==> config.mk <==
export PLATFORM = sky130hd
export DESIGN_NAME = rsm_mul
export DESIGN_NICKNAME = d
export VERILOG_FILES = /design/src/rtl/core/rsm_mul.sv
export SDC_FILE = /design/constraint.sdc
export NUM_CORES = 1
export LEC_CHECK = 0
export BUFFER_PORTS_ARGS = -buffer_cell sky130_fd_sc_hd__buf_4
export CAP_MARGIN = 0
export CORE_MARGIN = 10
export CORE_UTILIZATION = 58
export CTS_CLUSTER_DIAMETER = 100
export DETAILED_ROUTE_END_ITERATION = 12
export GPL_ROUTABILITY_DRIVEN = 1
export PLACE_DENSITY = 0.76
export SETUP_SLACK_MARGIN = 0.2
export SYNTH_ARGS = -nofsm -noshare
export SYNTH_HDL_FRONTEND = slang
export SYNTH_SLANG_ARGS = --single-unit
export TNS_END_PERCENT = 10
==> constraint.sdc <==
create_clock -name clk -period 10.45 [get_ports clk]
set_input_delay 0.5225 -clock clk [delete_from_list [all_inputs] [get_ports clk]]
set_output_delay 0.5225 -clock clk [all_outputs]
set_load 0.005 [all_outputs]
==> src/rtl/core/rsm_mul.sv <==
// Shared signed multiplier with a registered product.
`timescale 1ns / 1ps

module rsm_mul #(
    parameter int AW = 27,
    parameter int BW = 18
) (
    input  logic                    clk,
    input  logic signed [AW-1:0]    a,
    input  logic signed [BW-1:0]    b,
    output logic signed [AW+BW-1:0] p
);

    logic signed [AW+BW-1:0] p_reg;

    always_ff @(posedge clk)
    begin
        p_reg <= a * b;
    end

    assign p = p_reg;

endmodule

# Word-level counts from Yosys, hierarchy flattened

Cells that the tools add are included.

Multiply operators: 1

Operator list:

| cell           | count |
|---|---|
| $mul 27x18->45 | 1 |

Register bits after elaboration: 45
Input bits: 46
Output and inout port bits: 45
Logic and storage cells: 2

# Longest topological paths before layout

Gate-level depths: netlist of run 1.

Word-level depth: 1
Mapped depth: 26
Gate-level depth less buffers: 23

# Worst setup path before layout of run 1

Ideal clock, no wire load.

Path type: input to register
Start point: input port a[11]
End point: register p_reg[35] (netlist: p[35])
Library setup time: 64 ps
Data arrival time: 6264 ps
Required time: 10386 ps
Path slack: 4122 ps
Cell stages on the path: 22
Buffers on the path: 2
Cells stage by stage: clkbuf_1 -> clkbuf_1 -> nand2_1 -> fa_1 -> fa_1 -> fa_1 -> inv_1 -> fa_1 -> fa_1 -> inv_1 -> fa_1 -> inv_1 -> ha_1 -> a21o_2 -> a21o_2 -> a21oi_1 -> o21ai_0 -> o2111a_1 -> o21ai_2 -> a211oi_1 -> or4_1 -> nand4_1

Word-level cells in the longest chain between the ends: 1

RTL lines:

| item                 | line | source |
|---|---|---|
| from (decl)          | 9    | `input logic signed [AW-1:0] a,` |
| $mul 27x18->45       | 18   | `p_reg <= a * b;` |
| to (signal assigned) | 18   |  |
| to (decl)            | 14   | `logic signed [AW+BW-1:0] p_reg;` |

No other way between the ends.

# Worst setup path in the final report of run 1

Start point: input port b[17]
End point: register p_reg[30] (netlist: p[30])

Word-level cells in the longest chain between the ends: 1

RTL lines:

| item           | line | source |
|---|---|---|
| from (decl)    | 10   | `input logic signed [BW-1:0] b,` |
| $mul 27x18->45 | 18   |  |

No other way between the ends.

==> results_dict.tcl, run 1 <==
set metrics [dict create \
    nNetsFinal 2638 \
    whs_ns 0.619 \
    dp_worst_setup_slack_ns 2.53 \
    io_buffer_count 90 \
    coreArea_mm2 0.0307 \
    setup_ws_ns 2.58 \
    syn_area_per_cell_um2 9.01 \
    syn-cell-area_mm2 0.0180 \
    synth-warning-count 0 \
    die_w_um 196 \
    critical_path.max_stage_delay_ns 1.03 \
    crit_path_end_kind "flop" \
    cp.arrival_ns 8.09 \
    drtAntennaViolNets 0 \
    antenna_found_initial 0 \
    cts_setup_buffers 0 \
    seqCellArea_um2 901 \
    async_flop_share 0 \
    synth_nets 2631 \
    worst_pin_slew_ns 1.22 \
    hold_buffers 0 \
    cts_buffer_depth 2 \
    drc 0 \
    cp_common_cell "fa_1" \
    grt_usage 0.250 \
    status "completed" \
    drv_cap 0 \
    nFillCells 2599 \
    cp.buffers_inverters 4 \
    hold_viol_final 0 \
    ys_ff_latch 45 \
    path_clk_slew_ns 0.08 \
    fmax_mhz 127 \
    crit_family "adder cells" \
    cts.repair.resized 0 \
    crit_required_ns 10.67 \
    synth_edf_count 0 \
    clock-root-buffer "clkbuf_16" \
    ioPinCount 91 \
    num_rows 64 \
    final-setup-viol-count 0 \
    area_growth_pct 5.47 \
    place_hpwl_um 36400 \
    synthFlopType "dfxtp_1" \
    overflow 0 \
    maxSlewHeadroom 0.185 \
    vias 13000 \
    layout_commonest_cell "inv_1" \
    cts_tree "built" \
    chipHeight_um 196 \
    grt_pass1_wl_um 76500 \
    period_needed_ns 7.87 \
    worstSetupStartpointType "primary input" \
    place_congestion 0.939 \
    largest_reg_flops 45 \
    dieArea_mm2 0.0385 \
    initial_core_util 0.588 \
    crit_type "in2reg" \
    drtPass1Iterations 5 \
    min_path_type "in2reg" \
    cpMaxStageDelayCell "a221oi_1" \
    synth_cells 2001 \
    grt_pass1_vias 14600 \
    initialDrtViolationCount 760 \
    seq_area_frac_synth 0.0500 \
    rsz0062_at_grt "false" \
    clock_sinks 45 \
    grt_max_degree 28 \
    ys_types 51 \
    vias_per_cell 5.40 \
    drive_above_1_share 0.0533 \
    drt_wl_total_um 45800 \
    antenna_cells 0 \
    period_share 0.753 \
    multi_input_area_mm2 0.0147 \
    cts-buffers-inserted 5 \
    crit_path_cell_trace "buf_4 -> inv_1 -> nor2_1 -> fa_1 -> fa_1 -> fa_1 -> fa_1 -> fa_1 -> inv_1 -> fa_1 -> inv_1 -> ha_1 -> nand4_1 -> nor2_1 -> a221oi_1 -> o21ai_0 -> a31oi_1 -> o21bai_1 -> a21oi_1 -> xnor2_1" \
    tns_ns 0 \
    wire_per_inst_um 19.0 \
    maxSlewViolCount 0 \
    ctsHtreeMaxLevel 2 \
    cp_max_fo 25 \
    layout_common_cells "554 x inv_1, 473 x fa_1, 294 x nand2_1, 188 x and2_1, 111 x ha_1" \
]
-- cell type report --
cell class,instances,share of cell area
clock buffers,5,0.00658
clock inverters,3,0.00151
inverters,554,0.109
multi-input cells,1312,0.774
flip-flops and latches,45,0.0474
well taps,396,0.0260
repair buffers,90,0.0355
-- worst paths after layout --
check / start / endpoint / slack [ns] / cells after the start
max: b[17] / p[30] / 2.58 / 20
min: a[0] / p[0] / 0.62 / 2
-- per-layer routing --
metal / wire length (um) / global-route usage / vias to the layer above
li1: - / - / 5702
met5: 0 / 0 / -
met1: 17600 / 0.311 / 6675
met4: 1690 / 0.0848 / 0
met3: 3190 / 0.0380 / 115
met2: 23300 / 0.437 / 507
-- synth_stat cells, types with 4 or more instances --
cell type  instances  area, um^2
ha_1             111        1390
o21ai_0           19        95.1
nor3_1             8        40.0
nand2b_1           9        56.3
dfxtp_1           45         901
nor2_1            44         165
a21o_1             9        67.6
a21oi_1           36         180
nand4_1            5        31.3
o21a_1             9        67.6
clkbuf_1          89         334
o211ai_1           5        37.5
xor2_1             6        52.6
o21bai_1           6        45.0
a211oi_1           5        37.5
fa_1             473        9470
inv_1            554        2080
xnor2_1           34         298
nand2_1          294        1100
and2_1           188        1180
and3_1             4        25.0
nand3_1            7        35.0
-- metrics by stage --
stage	utilization	cells	area (um^2)
2_1_floorplan	-	2001	18000
3_3_place_gp	0.615	2397	18900
3_5_place_dp	0.615	2397	18900
4_1_cts	0.620	2405	19000
5_1_grt	0.620	2405	19000
6_report	0.620	2405	19000
-- cell families after synthesis --
kind of cell | count (synthesis) | share of synthesized area
adder cells (fa/ha/maj) | 584 | 0.602
flip-flops | 45 | 0.0500
AO/OA/AOI/OAI | 117 | 0.0436
AND/OR/NAND/NOR | 571 | 0.151
buffers and inverters | 644 | 0.134
XOR/XNOR | 40 | 0.0194
Power of run 1 is left out: the tool's default activity adds up to more than one toggle a clock period on the data nets, which glitch-free logic cannot reach.
==> run 2, diff against run 1 <==
PLACE_DENSITY = 0.79   (was 0.76)
clock period = 6.5 ns   (was 10.45 ns; I/O delays follow)
==> results_dict.tcl, run 2 (synthesized netlist as in run 1, its figures left out) <==
set metrics [dict create \
    status "completed" \
    coreArea_mm2 0.0307 \
    ioPinCount 91 \
    drc 0 \
    grt_max_degree 28 \
    drtAntennaViolNets 0 \
    hold_buffers 0 \
    num_rows 64 \
    wire_per_inst_um 18.2 \
    clock-root-buffer "clkbuf_16" \
    gr-usage-met3 0.0333 \
    use_met2 0.433 \
    cts_buffer_depth 2 \
    use_met1 0.262 \
    fmax_mhz 164 \
    initial_core_util 0.588 \
    place_congestion 0.920 \
    cp_max_fo 27 \
    rsz0062_at_grt "true" \
    crit_required_ns 6.75 \
    area_growth_pct 6.27 \
    min_path_type "in2reg" \
    drtPass1Iterations 6 \
    nNetsFinal 2655 \
    io_buffer_count 90 \
    period_needed_ns 6.08 \
    tns_ns 0 \
    place_hpwl_um 37600 \
    initialDrtViolationCount 723 \
    dieArea_mm2 0.0385 \
    clock_sinks 45 \
    overflow 0 \
    layout_common_cells "554 x inv_1, 473 x fa_1, 294 x nand2_1, 188 x and2_1, 111 x ha_1" \
    crit_type "in2reg" \
    path_clk_slew_ns 0.07 \
    grt_usage 0.239 \
    chipHeight_um 196 \
    grt_pass1_wl_um 73100 \
    final-setup-viol-count 0 \
    vias 13200 \
    die_w_um 196 \
    period_share 0.936 \
    layout_commonest_cell "inv_1" \
    maxSlewViolCount 0 \
    cp.arrival_ns 6.34 \
    drive_above_1_share 0.0622 \
    cts-buffers-inserted 5 \
    ctsHtreeMaxLevel 2 \
    maxSlewHeadroom 0.712 \
    worstSetupStartpointType "primary input" \
    dp_worst_setup_slack_ns 0.0996 \
    drv_cap 0 \
    hold_viol_final 0 \
    crit_path_end_kind "flop" \
    setup_ws_ns 0.417 \
    antenna_cells 0 \
    antenna_found_initial 0 \
    top_usage_layer "met2" \
    drt_wl_total_um 44100 \
    cts_tree "built" \
    vias_per_cell 5.44 \
    grt_pass1_vias 14500 \
    worst_pin_slew_ns 0.428 \
    largest_reg_flops 45 \
]
run 2: cell count changes in the layout (fill, tap and decap cells not counted), sizes merged:
cell,previous run,this run
buf,90,107
run 2: what timing repair did:
item | CTS | global route
endpoints found under the hold margin | 0 | 0
gates resized for setup | 0 | 5
setup endpoints to repair | 0 | 6
setup buffers | 0 | 1
run 2: critical path, stage by stage:
cell	delay [ns]
buf_4	0.20
and2_1	0.21
fa_1	0.53
inv_1	0.05
fa_1	0.46
fa_1	0.52
inv_1	0.05
fa_1	0.48
fa_1	0.49
inv_1	0.05
fa_1	0.50
inv_1	0.06
ha_1	0.34
a21o_2	0.25
a21o_2	0.20
a21oi_1	0.14
o21ai_0	0.19
o2111a_1	0.37
o21ai_2	0.18
a211oi_1	0.10
or4_1	0.52
nand4_1	0.10
run 2: routing by layer:
metal / vias up / wire [um]
met5: - / 0
met4: 0 / 2760
met3: 163 / 2270
met2: 439 / 24000
met1: 6836 / 15100
li1: 5729 / -
run 2: final timing paths:
kind	startpoint	endpoint	cells past startpoint
min	a[0]	p[0]	2
max	b[6]	p[35]	22
run 2: metrics by stage:
stage               area, um^2  hold slack [ns]  cells   util
CTS                      19100            0.426   2421  0.624
finish                   19200            0.435   2422  0.625
global route             19200            0.435   2422  0.625
global placement         19000            0.707   2413  0.619
detailed placement       19000            0.709   2413  0.619
floorplan                18000            0.452   2001      -
run 2: final cells by class:
cell class,instances,area (um^2)
Inverter,554,2080
Tap cell,396,495
Timing Repair Buffer,107,811
Sequential cell,45,901
Clock buffer,5,125
Fill cell,2548,11500
Clock inverter,3,28.8
Multi-Input combinational cell,1312,14700
Power of run 2 is left out for the same reason.
